[config.mk]
export PLATFORM = sky130hd
export DESIGN_NAME = binary_to_decimal_ascii_core
export DESIGN_NICKNAME = d
export VERILOG_FILES = /design/src/sv/b2d_pkg.sv /design/src/sv/binary_to_decimal_ascii_core.sv /design/src/sv/b2d_cell.sv
export SDC_FILE = /design/constraint.sdc
export NUM_CORES = 1
export LEC_CHECK = 0
export ABC_AREA = 1
export BUFFER_PORTS_ARGS = -buffer_cell sky130_fd_sc_hd__buf_2
export CAP_MARGIN = 40
export CORE_MARGIN = 2
export CORE_UTILIZATION = 60
export CTS_CLUSTER_DIAMETER = 60
export DETAILED_ROUTE_END_ITERATION = 10
export PLACE_DENSITY = 0.82
export SLEW_MARGIN = 20
export SYNTH_ARGS = -nofsm -noshare
export SYNTH_HDL_FRONTEND = slang
export SYNTH_SLANG_ARGS = --single-unit
[constraint.sdc]
create_clock -name clk -period 3 [get_ports clk]
set_input_delay 0.15 -clock clk [delete_from_list [all_inputs] [get_ports clk]]
set_output_delay 0.15 -clock clk [all_outputs]
set_load 0.005 [all_outputs]
[src/sv/b2d_pkg.sv]
package b2d_pkg;

	// Width of the value field and number of low bits that take part.
	localparam int FIELD_BITS = 32;
	localparam int VALUE_BITS = 32;
	localparam int OP_BITS    = (VALUE_BITS > FIELD_BITS) ? FIELD_BITS : VALUE_BITS;

	// Decimal digits needed for OP_BITS bits (1233/4096 approximates log10(2)).
	localparam int NUM_DIGITS = (OP_BITS * 1233) / 4096 + 1;

	// Counter widths.
	localparam int CNT_W = $clog2(OP_BITS + 1);
	localparam int REM_W = $clog2(NUM_DIGITS + 1);

	// Stream widths and character constants.
	localparam int S_TDATA_W = 32;
	localparam int M_TDATA_W = 8;
	localparam int CHAR_W    = 6;
	localparam int BCD_W     = 4;
	localparam logic [CHAR_W-1:0] ASCII_ZERO = 6'd48;
	localparam logic [CHAR_W-1:0] ASCII_NINE = 6'd57;

	// Control that the sequencer drives into every digit cell.
	typedef struct packed {
		logic clear;     // start a new conversion
		logic conv;      // add-3 and shift one bit in
		logic shift_dig; // move whole digits one place toward the top
	} cell_ctrl_t;

endpackage

[src/sv/binary_to_decimal_ascii_core.sv]
// Sequence: after an input transfer, a shift-add-3 conversion over the 32 operand bits,
// then a pass that drops leading zeros, then the digits are offered one by one.
// Throughput: one value at a time; dropped zeros and digits always add up to 10, and a
// new value is taken only after the last digit of the previous one has been sent.
// The rate is set by the bit-serial pass through the digit cells, the skip and output stalls.
// Reset (arst_n low) returns the sequencer to idle; the digit cells are not reset.
module binary_to_decimal_ascii_core
	import b2d_pkg::*;
(
	input  logic                 clk,
	input  logic                 arst_n,
	input  logic                 s_tvalid,
	output logic                 s_tready,
	input  logic [S_TDATA_W-1:0] s_tdata,  // [31:0] value
	output logic                 m_tvalid,
	input  logic                 m_tready,
	output logic [M_TDATA_W-1:0] m_tdata,  // [5:0] digit_char, [7:6] zero
	output logic                 m_tlast   // last_digit
);

	localparam logic [1:0] ST_IDLE = 2'd0;
	localparam logic [1:0] ST_CONV = 2'd1;
	localparam logic [1:0] ST_SKIP = 2'd2;
	localparam logic [1:0] ST_EMIT = 2'd3;

	logic [1:0]         state_q;
	logic [OP_BITS-1:0] shift_q;
	logic [CNT_W-1:0]   bit_cnt_q;
	logic [REM_W-1:0]   remain_q;
	cell_ctrl_t         ctrl;

	logic [NUM_DIGITS-1:0] bit_chain;
	logic [BCD_W-1:0]      dig_chain [NUM_DIGITS];
	logic [BCD_W-1:0]      top_dig;

	assign top_dig = dig_chain[NUM_DIGITS-1];

	// Row of digit cells, least significant at index 0.
	for (genvar i = 0; i < NUM_DIGITS; i++) begin : g_cell
		logic             cell_bit_in;
		logic [BCD_W-1:0] cell_dig_in;
		if (i == 0) begin : g_low
			assign cell_bit_in = shift_q[OP_BITS-1];
			assign cell_dig_in = '0;
		end else begin : g_mid
			assign cell_bit_in = bit_chain[i-1];
			assign cell_dig_in = dig_chain[i-1];
		end
		b2d_cell u_cell (
			.clk     (clk),
			.ctrl    (ctrl),
			.bit_in  (cell_bit_in),
			.dig_in  (cell_dig_in),
			.bit_out (bit_chain[i]),
			.dig     (dig_chain[i])
		);
	end

	// Handshake and cell control.
	always_comb begin
		s_tready       = (state_q == ST_IDLE);
		m_tvalid       = (state_q == ST_EMIT);
		m_tlast        = (remain_q == REM_W'(1));
		m_tdata        = {2'b00, ASCII_ZERO + {2'b00, top_dig}};
		ctrl.clear     = s_tvalid && s_tready;
		ctrl.conv      = (state_q == ST_CONV);
		ctrl.shift_dig = ((state_q == ST_SKIP) && (top_dig == '0) && (remain_q > REM_W'(1)))
			|| ((state_q == ST_EMIT) && m_tready);
	end

	// Operand shift register; its top bit feeds the lowest cell.
	always_ff @(posedge clk) begin
		if (ctrl.clear) begin
			shift_q <= s_tdata[OP_BITS-1:0];
		end else if (ctrl.conv) begin
			shift_q <= {shift_q[OP_BITS-2:0], 1'b0};
		end
	end

	// Sequencer: convert, drop leading zeros, then hand out digits.
	always_ff @(posedge clk or negedge arst_n) begin
		if (!arst_n) begin
			state_q   <= ST_IDLE;
			bit_cnt_q <= '0;
			remain_q  <= '0;
		end else begin
			case (state_q)
				ST_IDLE: begin
					if (s_tvalid) begin
						bit_cnt_q <= CNT_W'(OP_BITS);
						state_q   <= ST_CONV;
					end
				end
				ST_CONV: begin
					bit_cnt_q <= bit_cnt_q - CNT_W'(1);
					if (bit_cnt_q == CNT_W'(1)) begin
						remain_q <= REM_W'(NUM_DIGITS);
						state_q  <= ST_SKIP;
					end
				end
				ST_SKIP: begin
					if (ctrl.shift_dig) begin
						remain_q <= remain_q - REM_W'(1);
					end else begin
						state_q <= ST_EMIT;
					end
				end
				ST_EMIT: begin
					if (m_tready) begin
						remain_q <= remain_q - REM_W'(1);
						if (remain_q == REM_W'(1)) begin
							state_q <= ST_IDLE;
						end
					end
				end
				default: begin
					state_q <= ST_IDLE;
				end
			endcase
		end
	end

endmodule

[src/sv/b2d_cell.sv]
module b2d_cell
	import b2d_pkg::*;
(
	input  logic             clk,
	input  cell_ctrl_t       ctrl,
	input  logic             bit_in,
	input  logic [BCD_W-1:0] dig_in,
	output logic             bit_out,
	output logic [BCD_W-1:0] dig
);

	logic [BCD_W-1:0] dig_q;
	logic [BCD_W-1:0] adj;

	// Add 3 when the digit is five or more, so the next doubling carries out.
	always_comb begin
		adj = (dig_q >= 4'd5) ? (dig_q + 4'd3) : dig_q;
	end

	assign bit_out = adj[BCD_W-1];
	assign dig     = dig_q;

	// Digit register: cleared, shifted by one bit, or handed up a whole digit.
	always_ff @(posedge clk) begin
		if (ctrl.clear) begin
			dig_q <= '0;
		end else if (ctrl.conv) begin
			dig_q <= {adj[BCD_W-2:0], bit_in};
		end else if (ctrl.shift_dig) begin
			dig_q <= dig_in;
		end
	end

endmodule

==> impl_metrics.py <==
metrics = {
    "drt": {
        "vias": 4743,
        "drc": 0,
        "wl_per_cell_um": 11.74,
        "final_antenna_net_count": 0,
        "via_per_inst": 5.258,
        "drt_first_pass_iters": 5,
        "drt-initial-drc-count": 302,
        "drt_wl_total_um": 10590,
    },
    "cells_and_area": {
        "fill_cells": 732,
        "final_cells": 902,
        "antenna_cells": 0,
        "area_growth_pct": 7.591,
        "layout-drive-gt1-share": 0.09824,
        "final_util": 0.6542,
        "fin_nets": 854,
    },
    "clock_network": {
        "postCtsSetupRepairBufs": 0,
        "numCtsBuffers": 9,
        "clkSlewWorstSetupHoldPaths_ps": 90,
        "cts_tree": "yes",
        "clock_sinks": 84,
        "cts_root_buf": "clkbuf_8",
        "clk_latency_ps": 370,
        "cts_resized": 0,
        "htree_levels": 3,
        "cts_hold_buf": 1,
        "clk_path_buf_depth": 2,
    },
    "floorplan": {
        "dieArea_mm2": 0.009471,
        "dieWidth_um": 97.32,
        "core_area_mm2": 0.008593,
        "start_util": 0.6080,
        "die_h_um": 97.32,
        "num_io_pins": 47,
        "fp-row-count": 34,
    },
    "synthesis": {
        "synth_warnings": 0,
        "yosysTopAreaCell": "nand2_1",
        "synth-edff-count": 32,
        "syn_area_mm2": 0.005225,
        "ys_types": 35,
        "yosysTopAreaCellShare": 0.2026,
        "ys.flop_type": "dfxtp_1",
        "avgSynthCellArea_um2": 6.902,
        "seq_area_frac_synth": 0.3946,
        "async_flop_share": 0.1429,
        "synth_most_common_cell": "nand2_1",
        "netlist_instances": 757,
        "synthTopCellsByArea": "nand2_1 (20%), edfxtp_1 (18%), dfxtp_1 (15%), ha_1 (6.9%), nor2_1 (6.3%)",
        "synth_seq_cells": 84,
        "yosys-top-cells-count": "nand2_1 (282), nor2_1 (88), inv_1 (83)",
    },
    "setup_path": {
        "end_kind": "flip-flop",
        "worstSetupPathType": "reg2reg",
        "cp_data_arrival_time_ps": 2160,
        "start_kind": "flip-flop",
        "required_ps": 3030,
        "path_max_fanout": 32,
    },
    "timing": {
        "rsz0062_at_grt": "false",
        "clock_skew_ps": 10.42,
        "hold_viol": 0,
        "worst-slew-pin-transition_ps": 598.1,
        "min_period_ps": 2132,
        "finalSetupViolCount": 0,
        "slew_violations": 0,
        "setup-tns-final_ps": 0,
        "worst_hold_slack_ps": 41.58,
        "max_slew_margin": 0.5998,
        "max_freq_ghz": 0.4691,
        "min_period_over_period": 0.7107,
    },
    "hold_path": {
        "hp-class": "in2reg",
    },
    "global_route": {
        "grt_use_total": 0.2328,
        "antenna_found_initial": 0,
        "first_global_vias": 4448,
        "grt_overflow_total": 0,
        "grt_pass1_wl_um": 18660,
        "grt_max_degree": 56,
    },
    "pwr": {
        "ir_worst_vdd_mv": 0.5995,
        "pwr_density_cell_mw_per_mm2": 1189,
        "p_leak_nw": 2.877,
    },
    "place": {
        "place_congestion": 0.8293,
        "place_inst": 885,
        "io_buffer_count": 42,
        "place_hpwl_um": 7310,
    },
    "job": {
        "drv_cap": 0,
    },
    "run_status": {
        "status": "finished, final reports clean",
    },
}
## registers in the layout, summed over array words and instances (netlist names)
signal and flops:
g_cell.u_cell.dig 40, shift_q 32, bit_cnt_q 6, remain_q 4
state_q 2
## routing by layer
metal  wire length, um  vias to the layer above  GRT usage
li1                  -                     2448          -
met1              4772                     2160     0.2839
met5                 0                        -          0
met4               114                        0    0.08120
met2              5187                      120     0.4076
met3               516                       15    0.05036
## final cells by class
| class | count | area, um^2 | share of cell area |
|---|---|---|---|
| Multi-Input combinational cell | 557 | 2646 | 0.4707 |
| Clock buffer | 9 | 123.9 | 0.02203 |
| Inverter | 86 | 322.8 | 0.05742 |
| Clock inverter | 7 | 51.30 | 0.009125 |
| Tap cell | 108 | 135.1 | 0.02404 |
| Timing Repair Buffer | 51 | 280.3 | 0.04986 |
| Sequential cell | 84 | 2062 | 0.3668 |
## power breakdown
group	total (mW)	switching [mW]	internal, mW
clock	0.736	0.432	0.303
sequential	2.35	0.425	1.92
combinational	3.60	2.33	1.28
## cells by family after synthesis
kind of cell               synth area share
xor gates and xnor gates           0.001677
buffers and inverters                0.1008
DFF                                  0.3946
and+or+nand+nor                      0.3422
adders and majority gates           0.06944
other                              0.001437
AOI/OAI and AO/OA                   0.08980
## worst max-delay path: stages (launching register included)
cell     delay, ps
dfrtp_1        420
inv_1          100
ha_1           290
nand2_2        400
nand2_1        190
buf_4          390
## cells in the final DEF, fill, tap and decap left out, types with 4 or more instances in the layout
master and n:
a21oi_1 21, a31oi_1 6, buf_2 42, buf_4 8
clkbuf_8 9, conb_1 4, dfrtp_1 12, dfxtp_1 40
edfxtp_1 32, ha_1 29, inv_1 83, nand2_1 281
nand3_1 50, nand4_1 9, nor2_1 88, o211ai_1 6
o21ai_0 35, o21ai_1 6, o21bai_1 4
## final timing paths
path	from	endpoint	slack, ps	depth (start not counted)
max	state_q[0]	shift_q[6]	870	5
min	s_tdata[9]	shift_q[9]	40	3
max reg2reg	state_q[0]	shift_q[6]	870	5
min reg2reg	remain_q[1]	remain_q[1]	470	2
max in group asynchronous	arst_n	remain_q[3]	2560	2
min in group asynchronous	arst_n	bit_cnt_q[5]	220	2
## through the flow
stage          power [mW]  setup slack (ps)  instance area (um^2)
2_1_floorplan       5.268             623.2                  5233
3_5_place_dp        5.957             849.9                  5436
5_1_grt             7.428             671.1                  5622
6_report            6.686             868.0                  5622
3_3_place_gp        5.757             938.7                  5436
4_1_cts             6.710             829.1                  5622
Power figures use the tool's default switching activity.
